<file path="config.mk">
export PLATFORM = sky130hd
export DESIGN_NAME = cnms_front
export DESIGN_NICKNAME = d
export VERILOG_FILES = /design/src/rtl/cnms_pkg.sv /design/src/rtl/cnms_front.sv
export SDC_FILE = /design/constraint.sdc
export NUM_CORES = 1
export LEC_CHECK = 0
export BUFFER_PORTS_ARGS = -buffer_cell sky130_fd_sc_hd__clkbuf_2
export CAP_MARGIN = 5
export CORE_MARGIN = 1.5
export CORE_UTILIZATION = 60
export CTS_CLUSTER_SIZE = 16
export DETAILED_ROUTE_END_ITERATION = 10
export PLACE_DENSITY = 0.75
export SLEW_MARGIN = 20
export SYNTH_ARGS = -nofsm -noshare
export SYNTH_HDL_FRONTEND = slang
export SYNTH_SLANG_ARGS = --single-unit
</file>
<file path="constraint.sdc">
create_clock -name clk -period 15.6 [get_ports clk]
set_clock_uncertainty 0.2 [all_clocks]
set_input_delay 2.34 -clock clk [delete_from_list [all_inputs] [get_ports clk]]
set_output_delay 2.34 -clock clk [all_outputs]
set_load 0.005 [all_outputs]
</file>
<file path="src/rtl/cnms_pkg.sv">
// package: widths, constants and types for canny non-max suppression
package cnms_pkg;
	localparam int MAX_WIDTH_DEF = 1024;
	localparam int GRAD_BITS_DEF = 12;
	localparam int CMD_PIXEL = 0;
	localparam int CMD_FLUSH = 1;
	localparam logic [16:0] TAN_LO_Q16 = 17'd27146;
	localparam logic [17:0] TAN_HI_Q16 = 18'd158218;
	localparam logic [10:0] WIDTH_RESET = 11'd640;
	localparam logic [15:0] HEIGHT_RESET = 16'd480;
	localparam logic CFG_WIDTH = 1'b0;
	localparam logic CFG_HEIGHT = 1'b1;
	localparam int MAG_OUT_BITS = 12;
	localparam int QUEUE_DEPTH = 4;

	typedef enum logic [1:0] {
		SEC_HORIZ = 2'd0,
		SEC_DIAG = 2'd1,
		SEC_VERT = 2'd2,
		SEC_ANTI = 2'd3
	} sector_t;
endpackage

</file>
<file path="src/rtl/cnms_front.sv">
// front part: sector and squared magnitude of each pixel
module cnms_front #(
	parameter int GRAD_BITS = cnms_pkg::GRAD_BITS_DEF,
	parameter int MAG_BITS = 2 * GRAD_BITS + 1
) (
	input logic clk,
	input logic arst_n,
	input logic in_valid,
	output logic in_ready,
	input logic in_cmd,
	input logic signed [GRAD_BITS-1:0] in_gx,
	input logic signed [GRAD_BITS-1:0] in_gy,
	output logic out_valid,
	input logic out_ready,
	output logic out_cmd,
	output logic [MAG_BITS-1:0] out_mag,
	output cnms_pkg::sector_t out_sec
);
	localparam int AB = GRAD_BITS;
	logic valid_s1;
	logic cmd_s1;
	logic [AB-1:0] ax_s1, ay_s1;
	logic same_s1;
	logic [AB-1:0] ax, ay;
	logic [AB+17:0] ay_sh, lo_p, hi_p;
	logic [2*AB-1:0] ax2, ay2;

	assign in_ready = !valid_s1 || out_ready;
	assign ax = in_gx[GRAD_BITS-1] ? AB'(-in_gx) : AB'(in_gx);
	assign ay = in_gy[GRAD_BITS-1] ? AB'(-in_gy) : AB'(in_gy);

	always_ff @(posedge clk or negedge arst_n) begin
		if (!arst_n) begin
			valid_s1 <= 1'b0;
		end else if (in_ready) begin
			valid_s1 <= in_valid;
		end
	end

	always_ff @(posedge clk) begin
		if (in_ready && in_valid) begin
			cmd_s1 <= in_cmd;
			ax_s1 <= ax;
			ay_s1 <= ay;
			same_s1 <= in_gx[GRAD_BITS-1] == in_gy[GRAD_BITS-1];
		end
	end

	assign ay_sh = {2'b00, ay_s1, 16'd0};
	assign lo_p = (AB+18)'(ax_s1) * (AB+18)'(cnms_pkg::TAN_LO_Q16);
	assign hi_p = (AB+18)'(ax_s1) * (AB+18)'(cnms_pkg::TAN_HI_Q16);
	assign ax2 = (2*AB)'(ax_s1) * (2*AB)'(ax_s1);
	assign ay2 = (2*AB)'(ay_s1) * (2*AB)'(ay_s1);

	always_comb begin
		if (ay_sh <= lo_p) out_sec = cnms_pkg::SEC_HORIZ;
		else if (ay_sh > hi_p) out_sec = cnms_pkg::SEC_VERT;
		else if (same_s1) out_sec = cnms_pkg::SEC_DIAG;
		else out_sec = cnms_pkg::SEC_ANTI;
	end

	assign out_valid = valid_s1;
	assign out_cmd = cmd_s1;
	assign out_mag = MAG_BITS'(ax2) + MAG_BITS'(ay2);
endmodule

</file>
# Word level (Yosys, flattened, before mapping)

Index checks and enable logic that the tools add are counted.

Bits in registers: 27
Bits of input ports: 29
Output and inout port bits: 30
Logic and storage cells: 25

Add/subtract/negate cells: 3
Multipliers: 4
$lt $le $gt $ge: 2
Eq/ne operators: 1
Multiplexer cells: 5
Reduce and logical (&&, ||, !) cells: 3

Operators by type and width:

| cell                                                                   | number |
|---|---|
| 12-bit by 12-bit multiplier with 24-bit output                         | 2 |
| 28-bit by 30-bit > comparator with 1-bit output                        | 1 |
| 12-bit by 17-bit multiplier with 29-bit output (second input constant) | 1 |
| 28-bit by 27-bit <= comparator with 1-bit output                       | 1 |
| 12-bit by 14-bit multiplier with 26-bit output (second input constant) | 1 |
| 24-bit by 24-bit adder with 25-bit output                              | 1 |
| 12-bit negator                                                         | 2 |
| 11-bit two-way mux                                                     | 2 |
| 2-bit two-way mux                                                      | 3 |
| 1-bit == test                                                          | 1 |
| 1-bit logical AND                                                      | 1 |
| 1-bit zero test                                                        | 1 |
| 1-bit logical OR                                                       | 1 |

# Longest topological paths before layout

Depth after elaboration: 4
Depth in mapped cells: 26

# Least setup slack after synthesis

Ideal clock, no wire load.

Path kind: reg2out
From: register ay_s1[2]
To: output out_mag[21]
Arrival time: 6.440 ns
Slack: 6.620 ns
Cell stages (with the launch flop): 22
Path buffers: 1
Cell sequence: edfxtp_1 clkbuf_1 and2_1 fa_1 inv_1 fa_1 inv_1 fa_1 fa_1 fa_1 fa_1 inv_1 fa_1 inv_1 ha_1 a21o_1 o22ai_1 a31oi_1 a41o_1 or4_1 a31oi_1 xnor2_1

Word-level cells in the longest chain between the ends: 2

RTL lines:

| element                                        | RTL line         | source |
|---|---|---|
| from (decl)                                    | cnms_front.sv:22 | `logic [AB-1:0] ax_s1, ay_s1;` |
| from (signal assigned)                         | cnms_front.sv:44 | `ay_s1 <= ay;` |
| 12-bit by 12-bit multiplier with 24-bit output | cnms_front.sv:53 | `assign ay2 = (2*AB)'(ay_s1) * (2*AB)'(ay_s1);` |
| 24-bit by 24-bit adder with 25-bit output      | cnms_front.sv:64 | `assign out_mag = MAG_BITS'(ax2) + MAG_BITS'(ay2);` |
| to (decl)                                      | cnms_front.sv:16 | `output logic [MAG_BITS-1:0] out_mag,` |

No other way between the ends.

# Worst setup path after layout

From: register ax_s1[4]
To: output out_mag[23]

Word-level cells in the longest chain between the ends: 2

RTL lines:

| element                                        | RTL line         | source |
|---|---|---|
| from (decl)                                    | cnms_front.sv:22 |  |
| from (signal assigned)                         | cnms_front.sv:43 | `ax_s1 <= ax;` |
| 12-bit by 12-bit multiplier with 24-bit output | cnms_front.sv:52 | `assign ax2 = (2*AB)'(ax_s1) * (2*AB)'(ax_s1);` |
| 24-bit by 24-bit adder with 25-bit output      | cnms_front.sv:64 |  |

No other way between the ends.

==> results.txt <==
The startpoint identified for the worst hold timing path is out_valid. The sum of overflow across all layers after global routing is 0. The endpoint of the worst hold-timing path is out_valid. The maximum cell stage delay along the critical path is 650 ps. The most used standard cell by instance count after synthesis is sky130_fd_sc_hd__inv_1. Clock-pin slew was measured on the worst setup and hold paths at 70 ps.

The count of maximum capacitance violations came out at 0. The logic depth of the worst register-to-register path is 2. The number of distinct library cells after synthesis is 67.

The first detailed-routing pass ran for 5 iterations. The worst setup path is launched from a flip-flop. The number of antenna violations at the first check in global routing came out at 0. The critical path is of the reg -> out type. Across every metal layer, demand over resource in global routing totals 0.260. The number of antenna diodes in the final layout is 0. The maximum clock insertion buffer count came out at 2. Setup violations remaining at the end of the flow were counted as 0. The number of vias per cell after detailed routing came out at 5.37.

The final hold violation count is 0. Summed over all layers, the routed wires come to 28.7 mm. The timing-limited maximum frequency is 98.8 MHz.

The area added between synthesis and finish is 4.79%. The worst hold path belongs to the class reg -> reg. Data arrives at the worst endpoint at 7580 ps.

The area enclosed by the die boundary is 23700 sq um. The worst setup slack after placement is 5750 ps. STA classifies the critical path endpoint as an output port. The cell count of the worst hold path came out at 2.

The die extent in x came out at 154 microns. The number of global-route vias before repair came out at 10500. After floorplanning, the core was sized to cover 22100 sq um. The number of port buffers came out at 58.

Setup slack on the critical path of the routed design comes to 5480 ps. The clock reaches the later pin of the worst-skew pair after 260 ps. The final HPWL from detailed placement is 25.5 mm. The detailed-route DRC error count is 0. The post-cts gate resize count is 0.

The effective utilization at floorplan came out at 0.618. The number of design-rule violations left by the first detailed-router iteration came out at 565. Synthesis inferred 27 register bits.

After clock tree synthesis, the flow added hold-fix buffers numbering 0. The post-synthesis net count is 2008. The startpoint of the worst-slack reg-to-reg timing path is out_valid. The count of yosys warnings during synthesis is 0. The number of standard cells in the layout, taps in and fillers out is 1810. The number of levels the H-tree was split into came out at 1. The count of pins over their slew limit is 0.

The post-CTS setup repair buffer count came out at 0. The worst path required time came out at 13060 ps. The proportion of netlist area held by the largest area contributor is 0.359. Traced cell by cell, the critical path runs through inv_1 -> nor2_1 -> fa_1 -> fa_1 -> inv_1 -> fa_1 -> fa_1 -> inv_1 -> fa_1 -> fa_1 -> inv_1 -> fa_1 -> inv_1 -> ha_1 -> and4_1 -> a21oi_1 -> a31oi_1 -> a41o_1 -> or4_1 -> a31oi_1 -> xnor2_1 -> clkbuf_2. The actual transition at the worst max-transition pin came out at 700 ps. The post-detailed-route count of antenna-violating nets is 0. The placed instance count is 1806.

The post-synthesis cell type with the largest combined area is sky130_fd_sc_hd__fa_1. The endpoint identified for the worst register-to-register timing path is ay_s1[5]. For this run, asynchronously set or reset flops after synthesis account for 0.0370. The tightest slew margin relative to the limit is 0.533.

The sum of negative setup slack is 0 ps. For this run, the leading register cell type out of synthesis is sky130_fd_sc_hd__edfxtp_1. The routed design could run at a clock period as short as 10120 ps. The vertical extent of the die came out at 154 microns. Yosys attributes the largest share of cell area to sky130_fd_sc_hd__fa_1 (36%), sky130_fd_sc_hd__ha_1 (23%), sky130_fd_sc_hd__inv_1 (12%). The maximum fanout along the worst path came out at 12. The slowest stage of the critical path is the sky130_fd_sc_hd__edfxtp_1 cell. The routed length per placed instance is 15.8 microns. A synthesized cell averages 9.18 sq um. The number of nets in the final layout is 2052. The post-synth design cell area came out at 13600 sq um. The share of the Yosys chip area taken by registers is 0.0591. The cell occurring most often along the worst timing path is sky130_fd_sc_hd__fa_1. In this run, synthesis inferred 26 flip-flops with an integrated enable.

The reg-to-reg setup timing slack came out at 14000 ps. The cell sitting at the root of the clock tree is a sky130_fd_sc_hd__clkbuf_16. Entering global routing, the biggest net connects 27 pins. In the synthesized netlist, the number of instances is 1487. The fraction of layout instances using a drive strength above 1 is 0.0569. The number of rows in the core area is 54. The run finished with clean final reports. The clock sink total is 27. For this design the top-level I/O count stands at 59. The global-route wire length before repair is 49.3 mm. The post-route clock period utilization is 0.649. The via total after detailed routing came out at 9726. The congestion estimate from routability-driven global placement came to 0.879.

Setup repair after global routing left no endpoint under its margin. In this run the cell area measured after placement is 14200 sq um. The final cell area excluding filler cells is 14300 sq um. The commonest cells after synthesis are sky130_fd_sc_hd__inv_1 (427), sky130_fd_sc_hd__ha_1 (247), sky130_fd_sc_hd__fa_1 (245), sky130_fd_sc_hd__nand2_1 (89), sky130_fd_sc_hd__nor2_1 (54). TritonCTS built the clock tree. In this run, CTS created clock tree buffers numbering 3.
## logic make-up (layout without fill, tap and decap cells)
group,count (synthesis),count (layout),share of synthesized area
adders and majority gates,493,493,0.587
AOI/OAI and AO/OA,149,149,0.0731
xor gates and xnor gates,67,67,0.0430
and+or+nand+nor,301,301,0.112
buffers and inverters,446,489,0.123
DFF,27,27,0.0590
muxes,4,4,0.00312
## worst max-delay path by stage
stage | startpoint | end | slack [ps]
after global placement | ax_s1[4] | out_mag[23] | 5830
after global routing | ax_s1[4] | out_mag[23] | 5050
after floorplan | ay_s1[2] | out_mag[21] | 6620
final | ax_s1[4] | out_mag[23] | 5480
after CTS | ax_s1[4] | out_mag[23] | 5450
after detailed placement | ax_s1[4] | out_mag[23] | 5750
## metal layers
layer / part of all wire / global-route usage
met5: 0 / 0
met4: 0.027 / 0.0652
met3: 0.045 / 0.0240
met2: 0.49 / 0.458
met1: 0.44 / 0.346
## state kept, by name (all words and copies together), names as in the netlist
signal     cells
ax_s1         12
out_valid      1
same_s1        1
ay_s1         12
out_cmd        1
## placed cells by master (no fill, tap or decap), types with 3 or more instances in the layout
cell type	n
sky130_fd_sc_hd__nor4_1	3
sky130_fd_sc_hd__a31o_1	3
sky130_fd_sc_hd__o21ai_0	24
sky130_fd_sc_hd__o21bai_1	5
sky130_fd_sc_hd__nor3_1	21
sky130_fd_sc_hd__nand2_1	89
sky130_fd_sc_hd__clkbuf_16	3
sky130_fd_sc_hd__clkbuf_2	58
sky130_fd_sc_hd__ha_1	247
sky130_fd_sc_hd__and3_1	5
sky130_fd_sc_hd__o21ai_1	6
sky130_fd_sc_hd__nand3b_1	3
sky130_fd_sc_hd__nor4b_1	3
sky130_fd_sc_hd__nand2b_1	19
sky130_fd_sc_hd__nor2_1	54
sky130_fd_sc_hd__xor2_1	18
sky130_fd_sc_hd__a21o_1	15
sky130_fd_sc_hd__a211o_1	3
sky130_fd_sc_hd__edfxtp_1	26
sky130_fd_sc_hd__xnor2_1	49
sky130_fd_sc_hd__a31o_2	3
sky130_fd_sc_hd__o22ai_1	3
sky130_fd_sc_hd__and2_1	52
sky130_fd_sc_hd__or4_1	4
sky130_fd_sc_hd__a31oi_1	7
sky130_fd_sc_hd__o21a_1	8
sky130_fd_sc_hd__fa_1	245
sky130_fd_sc_hd__or2_2	8
sky130_fd_sc_hd__or3_1	9
sky130_fd_sc_hd__nor2b_1	7
sky130_fd_sc_hd__a21oi_1	39
sky130_fd_sc_hd__nand4_1	5
sky130_fd_sc_hd__nand3_1	10
sky130_fd_sc_hd__a211oi_1	9
sky130_fd_sc_hd__inv_1	427
## per-stage QoR
step / hold WS [ps] / util
2_1_floorplan: 337 / -
3_3_place_gp: 312 / 0.643
3_5_place_dp: 330 / 0.643
4_1_cts: 346 / 0.647
5_1_grt: 376 / 0.647
6_report: 333 / 0.647
## critical path: cells and delay by family, from the launching register on
family                     cells  cell delay (ps)
AOI/OAI and AO/OA              4             1100
and+or+nand+nor                3              920
buffers and inverters          6              610
DFF                            1              650
xor gates and xnor gates       1              150
adders and majority gates      8             3870
## final cells by class
class / instances / area [sq um]
Tap cell: 280 / 350
Multi-Input combinational cell: 1014 / 11200
Clock buffer: 3 / 75.1
Inverter: 427 / 1600
Clock inverter: 1 / 7.51
Timing Repair Buffer: 58 / 290
Sequential cell: 27 / 806
Fill cell: 1813 / 7790
Power is not shown: default switching activity piles up to over one toggle a cycle in this logic, so the estimate is an artifact.
