===== config.mk =====
export PLATFORM = sky130hd
export DESIGN_NAME = cnms_queue
export DESIGN_NICKNAME = d
export VERILOG_FILES = /design/src/rtl/cnms_pkg.sv /design/src/rtl/cnms_queue.sv
export SDC_FILE = /design/constraint.sdc
export NUM_CORES = 1
export LEC_CHECK = 0
export ABC_CLOCK_PERIOD_IN_PS = 3000
export BUFFER_PORTS_ARGS = -buffer_cell sky130_fd_sc_hd__buf_2
export CAP_MARGIN = 15
export CORE_MARGIN = 2
export CORE_UTILIZATION = 35
export CTS_CLUSTER_DIAMETER = 40
export DETAILED_ROUTE_END_ITERATION = 10
export HOLD_SLACK_MARGIN = 0.03
export PLACE_DENSITY = 0.6
export SKIP_LAST_GASP = 1
export SYNTH_ARGS = -nofsm -noshare
export SYNTH_HDL_FRONTEND = slang
export SYNTH_SLANG_ARGS = --single-unit

===== constraint.sdc =====
create_clock -name clk -period 3 [get_ports clk]
set_input_delay 0.15 -clock clk [delete_from_list [all_inputs] [get_ports clk]]
set_output_delay 0.15 -clock clk [all_outputs]
set_load 0.005 [all_outputs]

===== src/rtl/cnms_pkg.sv =====
// package: widths, constants and types for canny non-max suppression
package cnms_pkg;
	localparam int MAX_WIDTH_DEF = 1024;
	localparam int GRAD_BITS_DEF = 12;
	localparam int CMD_PIXEL = 0;
	localparam int CMD_FLUSH = 1;
	localparam logic [16:0] TAN_LO_Q16 = 17'd27146;
	localparam logic [17:0] TAN_HI_Q16 = 18'd158218;
	localparam logic [10:0] WIDTH_RESET = 11'd640;
	localparam logic [15:0] HEIGHT_RESET = 16'd480;
	localparam logic CFG_WIDTH = 1'b0;
	localparam logic CFG_HEIGHT = 1'b1;
	localparam int MAG_OUT_BITS = 12;
	localparam int QUEUE_DEPTH = 4;

	typedef enum logic [1:0] {
		SEC_HORIZ = 2'd0,
		SEC_DIAG = 2'd1,
		SEC_VERT = 2'd2,
		SEC_ANTI = 2'd3
	} sector_t;
endpackage


===== src/rtl/cnms_queue.sv =====
// short queue between front and back parts
module cnms_queue #(
	parameter int DW = 8,
	parameter int DEPTH = cnms_pkg::QUEUE_DEPTH
) (
	input logic clk,
	input logic arst_n,
	input logic in_valid,
	output logic in_ready,
	input logic [DW-1:0] in_data,
	output logic out_valid,
	input logic out_ready,
	output logic [DW-1:0] out_data
);
	localparam int AW = $clog2(DEPTH);
	logic [DW-1:0] mem_q [DEPTH];
	logic [AW-1:0] wp_q, rp_q;
	logic [AW:0] cnt_q;
	logic push, pop;

	assign in_ready = cnt_q != (AW+1)'(DEPTH);
	assign out_valid = cnt_q != '0;
	assign push = in_valid && in_ready;
	assign pop = out_valid && out_ready;
	assign out_data = mem_q[rp_q];

	always_ff @(posedge clk) begin
		if (push) mem_q[wp_q] <= in_data;
	end

	always_ff @(posedge clk or negedge arst_n) begin
		if (!arst_n) begin
			wp_q <= '0;
			rp_q <= '0;
			cnt_q <= '0;
		end else begin
			if (push) wp_q <= (wp_q == AW'(DEPTH-1)) ? '0 : wp_q + 1'b1;
			if (pop) rp_q <= (rp_q == AW'(DEPTH-1)) ? '0 : rp_q + 1'b1;
			cnt_q <= cnt_q + (AW+1)'(push) - (AW+1)'(pop);
		end
	end
endmodule


# Yosys cells after proc, flatten, opt, wreduce, memory -nomap -nowiden
# Memories as Yosys holds them, arrays and structs flattened.
# Index checks and enable logic that the tools add are counted.
# Widths: inputs -> output; s select.
[totals] ff_bits=7 ramBits=32 inputBits=12 out_inout_bits=10 word_cells=18 mem_count=1
[mem_list] name="mem_q" depth=4 width=8 read_ports=1 rd_ports_with_merged_regs=0 write_ports=1 line_no="cnms_queue.sv:16" text="logic [DW-1:0] mem_q [DEPTH];"
[op_classes] addsub=4 n_eq_ne=3 muxes=4 reduce_logical=3
[op_table] op="$add 2x1->2 const B" count=2
[op_table] op="$eq 2x2->1 const B" count=2
[op_table] op="$mux 2" count=2
[op_table] op="$add 3x1->3" count=1
[op_table] op="$ne 3x3->1 const B" count=1
[op_table] op="$reduce_bool 3->1" count=1
[op_table] op="$sub 3x1->3" count=1
[op_table] op="$logic_and 1x1->1" count=2
[op_table] op="$mux 1" count=2

# Longest topological paths before layout
# Gate-level depths: netlist (run 1).
[logic_depth] depth_word=4 mapped_depth=10 depth_no_buf=9

# Least setup slack after synthesis (run 1)
# No wires, ideal clock.
[synth_timing] path_type="reg-to-reg" start="register cnt_q[1]" end="register cnt_q[2]" setup_ps=124 arrival_time_ps=2077 t_required_ps=2876 path_slack_ps=799 stages_incl_launch_ff=11 n_path_buf=1 period_less_slack_ps=2201 cell_sequence="dfrtp_1 or3b_1 buf_6 nand2_1 ha_1 inv_1 ha_1 inv_1 fa_1 xnor2_1 xnor2_1"
[synth_via] elab_chain_cells=4 word_cells_on_any_way=6 classes_between="add/sub (2); eq/ne (1); reduce/logical (3)"
[synth_lines] element="from (decl)" line_no="cnms_queue.sv:18" text="logic [AW:0] cnt_q;"
[synth_lines] element="from (signal assigned)" line_no="cnms_queue.sv:39" text="cnt_q <= cnt_q + (AW+1)'(push) - (AW+1)'(pop);"
[synth_lines] element="$ne 3x3->1" line_no="cnms_queue.sv:21" text="assign in_ready = cnt_q != (AW+1)'(DEPTH);"
[synth_lines] element="via in_ready" line_no="cnms_queue.sv:9" text="output logic in_ready,"
[synth_lines] element="$logic_and 1x1->1" line_no="cnms_queue.sv:23" text="assign push = in_valid && in_ready;"
[synth_lines] element="$add 3x1->3" line_no="cnms_queue.sv:39"
[synth_lines] element="$sub 3x1->3" line_no="cnms_queue.sv:39"
# The timed path passes the listed nets, and every way through them passes these cells.
# A chain may end at the register's enable or synchronous reset.

# Worst setup path in the final report (run 1)
[layout_timing] start="register cnt_q[1]" end="register cnt_q[2]"
[layout_via] elab_chain_cells=4 word_cells_on_any_way=6 classes_between="add/sub (2); eq/ne (1); reduce/logical (3)"
[layout_lines] element="$ne 3x3->1" line_no="cnms_queue.sv:21"
[layout_lines] element="$logic_and 1x1->1" line_no="cnms_queue.sv:23"
[layout_lines] element="$add 3x1->3" line_no="cnms_queue.sv:39"
[layout_lines] element="$sub 3x1->3 *" line_no="cnms_queue.sv:39"
# Mark *: on every way between the ends. The rest lies on a longest branch, timed or not.

==> results of run 1 <==
## worst max-delay path by stage
stage / cells after the start / endpoint / from
CTS: 9 / cnt_q[2]$_DFF_PN0_ / cnt_q[1]$_DFF_PN0_
floorplan: 10 / cnt_q[2]$_DFF_PN0_ / cnt_q[1]$_DFF_PN0_
detailed placement: 9 / cnt_q[2]$_DFF_PN0_ / cnt_q[1]$_DFF_PN0_
global route: 9 / cnt_q[2]$_DFF_PN0_ / cnt_q[1]$_DFF_PN0_
finish: 9 / cnt_q[2]$_DFF_PN0_ / cnt_q[1]$_DFF_PN0_
global placement: 9 / cnt_q[2]$_DFF_PN0_ / cnt_q[1]$_DFF_PN0_
## kinds of logic after synthesis
logic type | Yosys count
mux | 10
simple gates | 14
xor+xnor | 2
compound gates | 3
buf+inv | 9
flops | 39
fa+ha+maj | 8
## worst max-delay path, stage by stage, from the launching register on
cell and delay, ps:
dfrtp_1 460, or3b_1 520, nand2_1 120, ha_1 230, inv_1 60, ha_1 130, inv_1 50, fa_1 370
xnor2_1 190, xnor2_1 140
## cell usage after synthesis, types with 2 or more instances
master    count
a211o_1       2
and3_1        4
dfrtp_1       7
edfxtp_1     32
ha_1          7
inv_1         6
mux2_2        2
mux4_2        8
nor2b_1       2
nor4bb_1      2
xnor2_1       2
## metal layers
layer / vias up / GRT usage, % / wire (µm)
li1: 378 / - / -
met1: 412 / 13.1 / 1060
met2: 25 / 18.8 / 1290
met3: 5 / 3.75 / 166
met4: 0 / 5.66 / 37
met5: - / 0 / 0
## report_power, final
part           internal [mW]  switching [mW]  leakage [nW]
Sequential             0.732           0.135         0.376
Combinational          0.299           0.213         0.300
Clock                  0.332           0.173        0.0654
Total                   1.36           0.521         0.742
## state kept, by name, indices dropped and copies added (netlist names)
name   cells
cnt_q      3
wp_q       2
mem_q     32
rp_q       2
## per-stage QoR
step                      std cells  hold slack [ps]  area (µm²)  util [%]
after floorplan                  85             -146        1630         -
after global placement          155            -11.3        1780      40.2
after detailed placement        155            -9.28        1780      40.2
after CTS                       164             72.6        1920      43.5
after global routing            164             67.5        1920      43.5
final                           164             77.2        1920      43.5
## cell type report
type | count | area (µm²)
fill | 421 | 2500
sequential | 39 | 1140
multi-input combinational | 37 | 447
timing repair buffer | 22 | 115
clock buffer | 6 | 72.6
tap | 52 | 65.1
clock inverter | 2 | 60.1
inverter | 6 | 22.5
## repair_timing
action | 4_1_cts | 5_1_grt
setup buffers | 0 | 0
hold buffers | 1 | 0
hold endpoints to repair | 7 | 0
==> results.md, run 1 <==
- Final #Nets: 131
- CTS Root Buffer Type: clkbuf_8
- Max_cap viols: 0
- CTS tree: built
- Critical Path Source Type: flip-flop
- DR vias: 820
- Tot Pwr: 1.88 mW
- DR WL/cell: 15.6 µm
- CTS max path bufs: 2
- Crit end category: flip-flop
- RD Place Congestion: 0.805
- Highest Clock Rate: 430 MHz
- CTS Sinks: 39
- Kind of critical path: flip-flop to flip-flop
- Min-delay worst type: primary input to flip-flop
- Top post-synthesis cells by area: edfxtp_1 59%, mux4_2 11%, dfrtp_1 11%
- Syn. warnings: 0
- Seq/Total Area, Yosys: 69.9%
- Die W: 72.1 µm
- RSZ-0062 raised after global routing: no
- DR pass1 iterations: 4
- Asr flop ratio synth: 17.9%
- Tightest Pin Transition: 628 ps
- Initial Util: 36.8%
- Hold_sp: in_data[2]
- Max H-tree Level: 2
- Post-CTS resize count: 0
- IO Pins: 22
- Final Hold Viols: 0
- Cell leakage power: 0.742 nW
- Post-synthesis mux area share: 12.5%
- Num rows: 24
- Reg2Reg Capture Point: cnt_q[2]$_DFF_PN0_
- Worst setup margin: 677 ps
- Critical path fanouts, max: 8
- Outcome: finished clean
- Post-Place Worst Slack: 688 ps
- HPWL after detailed placement: 1.74 mm
- Xor/xnor cell area share of the yosys netlist: 1.08%
- Main synth FF type: edfxtp_1
- Total global routing track utilization: 11.3%
- Global-route wire length before repair: 4.15 mm
- FF-to-FF setup slack: 680 ps
- Hold path endpoint: mem_q[3][2]$_DFFE_PP_
- Vias/cell: 5.00
- Slew headroom: 58.1%
- Die footprint: 0.00520 mm²
- CTS Buf Count: 5
- Period utilization: 77.4%
- Number of synthesized register bits: 39
- Final WL: 2.55 mm
- Slew Viols, Final: 0
- Vias in the first global route: 882
- Critical register-to-register path startpoint: cnt_q[1]$_DFF_PN0_
- Arrival time of the worst setup path: 2530 ps
- Routed Antenna Nets: 0
- Clock Skew: 3.63 ps
- Netlist cell types: 22
- Number of synthesized flops with an enable pin: 32
- Endpoints failing setup: 0
- DIE HEIGHT: 72.1 µm
- Most frequent cells in the layout: 32 x edfxtp_1, 21 x buf_2, 8 x mux4_2, 7 x ha_1, 7 x dfrtp_1
- Adder-cell share of the synthesized area: 6.62%
- Leading area contributor after synthesis: edfxtp_1
- Mapped cell area: 0.00163 mm²
- Layout area overhead: 18.0%
- Commonest non-fill, non-tap cell in the layout: edfxtp_1
- WP data required: 3210 ps
- Share of layout cells above drive strength 1: 33.9%
- Grt ovf: 0
- R2r worst-path depth: 9
- Syn Nets: 105
- Post-Syn Instances: 85
- Largest net degree at the start of global routing: 13
- Initial DRC Count: 62
- CTS clk-pin slew, worst paths: 70 ps
- PortBufs: 21
- PD cells: 982 mW/mm²
- Core area: 0.00441 mm²
- Fin crit period: 2320 ps
- Worst skew pair latency: 290 ps
- Post-synthesis compound-gate area fraction: 1.54%
- Syn avg cell area: 19.1 µm²
- Share of the synthesized area in the top cell type: 59.1%
- # diodes: 0
- Initial antenna violation count: 0
- Maximum VDD drop: 421 µV
- # DRC: 0
- Setup TNS: 0 ps
- Largest family of logic cells by synthesized area: multiplexers
- Worst Hold Depth: 1
- Post-synthesis simple-gate area fraction: 5.77%
Note: power is estimated with default switching activity, not from simulation.
==> run 2: changes to the inputs <==
- ABC_AREA: default -> 1
- ABC_CLOCK_PERIOD_IN_PS: 3000 -> 2300
- clock period: 3 -> 2.3 ns (I/O delays scaled with it)
==> run 2 against run 1 <==
Compared with the run above:
- die area up 8.2%
- clock power shrank 14%
- power up 26%
- wire length is 8.7% higher
- first-iteration DRC count rose by 42%
- critical path depth is 1 higher
- hold slack got worse by 35 ps
- register-to-register slack worse by 310 ps
- highest routed layer unchanged
==> results.md, run 2 <==
- Main synth FF type: edfxtp_1
- Commonest non-fill, non-tap cell in the layout: nand2_1
- CP endpoint: cnt_q[1]$_DFF_PN0_
- Max_cap viols: 0 (unchanged)
- Share of layout cells above drive strength 1: 20.9% (-13 points)
- Total global routing track utilization: 11.6% (+0.33 points)
- Sequential share of power: 45.1% (-0.9 points)
- Switching share of power: 35.6% (+8.0 points)
- Min-delay worst type: primary input to flip-flop
- Top post-synthesis cells by area: edfxtp_1 54%, dfrtp_1 9.9%, nand2_1 7.4%
- Critical Path Source Type: flip-flop
- Arrival time of the worst setup path: 2120 ps (-410 ps)
- Combinational share of power: 36.4% (+9.2 points)
- Routed Antenna Nets: 0 (unchanged)
- Tightest Pin Transition: 402 ps (-226 ps)
- Number of synthesized register bits: 39 (unchanged)
- DR WL/cell: 11.1 µm (-28%)
- Outcome: finished clean
- Maximum VDD drop: 490 µV (+16%)
- Period utilization: 84.0% (+6.5 points)
- Most frequent cell after synthesis: nand2_1
- Netlist cell types: 15 (-32%)
- Asr flop ratio synth: 17.9% (unchanged)
- Syn. warnings: 0 (unchanged)
- # diodes: 0 (unchanged)
- Global-route wire length before repair: 4.52 mm (+8.8%)
- DR vias: 1048 (+28%)
- Max H-tree Level: 2 (unchanged)
- IO Pins: 22 (unchanged)
- RSZ-0062 raised after global routing: no
- Final WL: 2.77 mm (+8.7%)
- HPWL after detailed placement: 1.88 mm (+8.0%)
- Layout area overhead: 16.7%
- CTS max path bufs: 2 (unchanged)
- Die W: 75.0 µm (+4.0%)
- Slew headroom: 73.2% (+15 points)
- Setup TNS: 0 ps (unchanged)
- Mapped cell area: 0.00177 mm² (+8.7%)
- CP startpoint: cnt_q[1]$_DFF_PN0_
- Initial Util: 36.9% (+0.095 points)
- Post-Place Worst Slack: 366 ps (-322 ps)
- Syn avg cell area: 11.9 µm² (-38%)
- Syn Nets: 169 (+61%)
- CTS Sinks: 39 (unchanged)
- Final Hold Viols: 0 (unchanged)
- # DRC: 0 (unchanged)
- Most instantiated cells after synthesis: 35 x nand2_1, 32 x edfxtp_1, 29 x inv_1
- Endpoints failing setup: 0 (unchanged)
- RD Place Congestion: 0.723 (-10%)
- Post-Syn Instances: 149 (+75%)
- PortBufs: 21 (unchanged)
- CTS clk-pin slew, worst paths: 70 ps (about the same)
- Seq/Total Area, Yosys: 64.3% (-5.6 points)
- Largest regs: mem_q x32, cnt_q x3
- DR pass1 iterations: 3 (-1)
- Vias/cell: 4.21 (-16%)
- Clock Skew: 2.00 ps (-1.63 ps)
- Crit end category: flip-flop
- Reg2Reg Capture Point: cnt_q[1]$_DFF_PN0_
- Critical path fanouts, max: 4 (-4)
- Post-CTS resize count: 0 (unchanged)
- Slew Viols, Final: 0 (unchanged)
- Worst skew pair latency: 290 ps (about the same)
- Clock Power Share: 18.4% (-8.4 points)
- Int Pwr: 1.52 mW (+12%)
- Grt ovf: 0 (unchanged)
- Final #Nets: 201 (+53%)
- Critical register-to-register path startpoint: cnt_q[1]$_DFF_PN0_
- Share of the synthesized area in the top cell type: 54.4% (-4.7 points)
- Register bank with the most flops: mem_q
- Core area: 0.00479 mm² (+8.4%)
- Cell leakage power: 0.901 nW (+21%)
- Fin crit period: 1930 ps (-392 ps)
- Initial antenna violation count: 0 (unchanged)
- Num rows: 25 (+4.2%)
- R2r worst-path depth: 10 (+1)
- PD cells: 1150 mW/mm² (+17%)
- Vias in the first global route: 983 (+11%)
- Largest net degree at the start of global routing: 36 (+23)
- CTS Root Buffer Type: clkbuf_8
- Sw Pwr: 0.842 mW (+62%)
- Initial DRC Count: 88 (+42%)
- Leading area contributor after synthesis: edfxtp_1
- DIE HEIGHT: 75.0 µm (+4.0%)
- FF-to-FF setup slack: 370 ps (-310 ps)
- CTS tree: built
- Die footprint: 0.00563 mm² (+8.2%)
- Tot Pwr: 2.37 mW (+26%)
- WP data required: 2480 ps (-730 ps)
- Kind of critical path: flip-flop to flip-flop
- Number of synthesized flops with an enable pin: 32 (unchanged)
- Fillers: 477 (+13%)
- Worst setup margin: 369 ps (-308 ps)
- WHS: 41.9 ps (-35.2 ps)
- Highest Clock Rate: 518 MHz (+20%)
- CTS Buf Count: 5 (unchanged)
- Largest register FFs: 32 (unchanged)
- Most frequent cells in the layout: 35 x nand2_1, 32 x edfxtp_1, 29 x inv_1, 21 x buf_2, 16 x o211ai_1
[run 2: worst min path at each step]
stage | start | end | slack (ps) | cells past startpoint
5_1_grt | in_data[5] | mem_q[2][5]$_DFFE_PP_ | 30 | 1
6_report | in_data[5] | mem_q[2][5]$_DFFE_PP_ | 40 | 1
3_5_place_dp | arst_n | cnt_q[2]$_DFF_PN0_ | -40 | 1
2_1_floorplan | arst_n | cnt_q[0]$_DFF_PN0_ | -180 | 0
3_3_place_gp | arst_n | cnt_q[2]$_DFF_PN0_ | -40 | 1
4_1_cts | in_data[4] | mem_q[0][4]$_DFFE_PP_ | 30 | 1
[run 2: cell type report]
cell class                 count  area, µm²  area share, %
clock buffer                   6       72.6           3.52
clock inverter                 2       12.5          0.607
inverter                      29        109           5.28
multi-input combinational     76        465           22.6
sequential                    39       1140           55.1
tap                           67       83.8           4.07
timing repair buffer          30        183           8.86
[run 2: metrics by stage]
stage | std cells | utilization (%) | cell area, µm²
floorplan | 149 | - | 1770
detailed placement | 237 | 40.5 | 1940
finish | 249 | 43.1 | 2060
global route | 249 | 43.1 | 2060
global placement | 237 | 40.5 | 1940
CTS | 248 | 42.9 | 2050
[run 2: cells by family (layout without fill, tap and decap cells)]
group | after synthesis | count (layout) | share of synthesized area, %
AO/OA/AOI/OAI | 16 | 16 | 6.80
adder cells (fa/ha/maj) | 8 | 8 | 6.09
AND/OR/NAND/NOR | 50 | 50 | 12.5
buffers and inverters | 34 | 67 | 9.35
XOR/XNOR | 2 | 2 | 0.992
flip-flops | 39 | 39 | 64.3
[run 2: critical path, stage by stage (launching register included)]
cell,delay [ps]
dfrtp_1,470
nor2_4,170
nand2_2,90
nand2_2,80
inv_1,40
ha_1,260
inv_1,60
ha_1,130
inv_1,40
fa_1,470
inv_1,40
[run 2: power by group through the flow]
stage / clock (mW) / combinational, mW / sequential, mW
floorplan: 0 / 0.676 / 1.05
global placement: 0 / 0.866 / 1.08
detailed placement: 0 / 0.879 / 1.09
CTS: 0.457 / 0.885 / 1.07
global route: 0.479 / 1.02 / 1.09
finish: 0.436 / 0.862 / 1.07
[run 2: repair_timing]
action | 4_1_cts | 5_1_grt
endpoints found under the setup margin | 0 | 0
setup buffers | 0 | 0
hold buffers | 3 | 1
endpoints found under the hold margin | 12 | 4
[run 2: routing by layer]
metal	wire, µm	track usage, %
met5	0	0
met4	61	7.14
met3	105	3.21
met2	1260	17.3
met1	1350	15.0
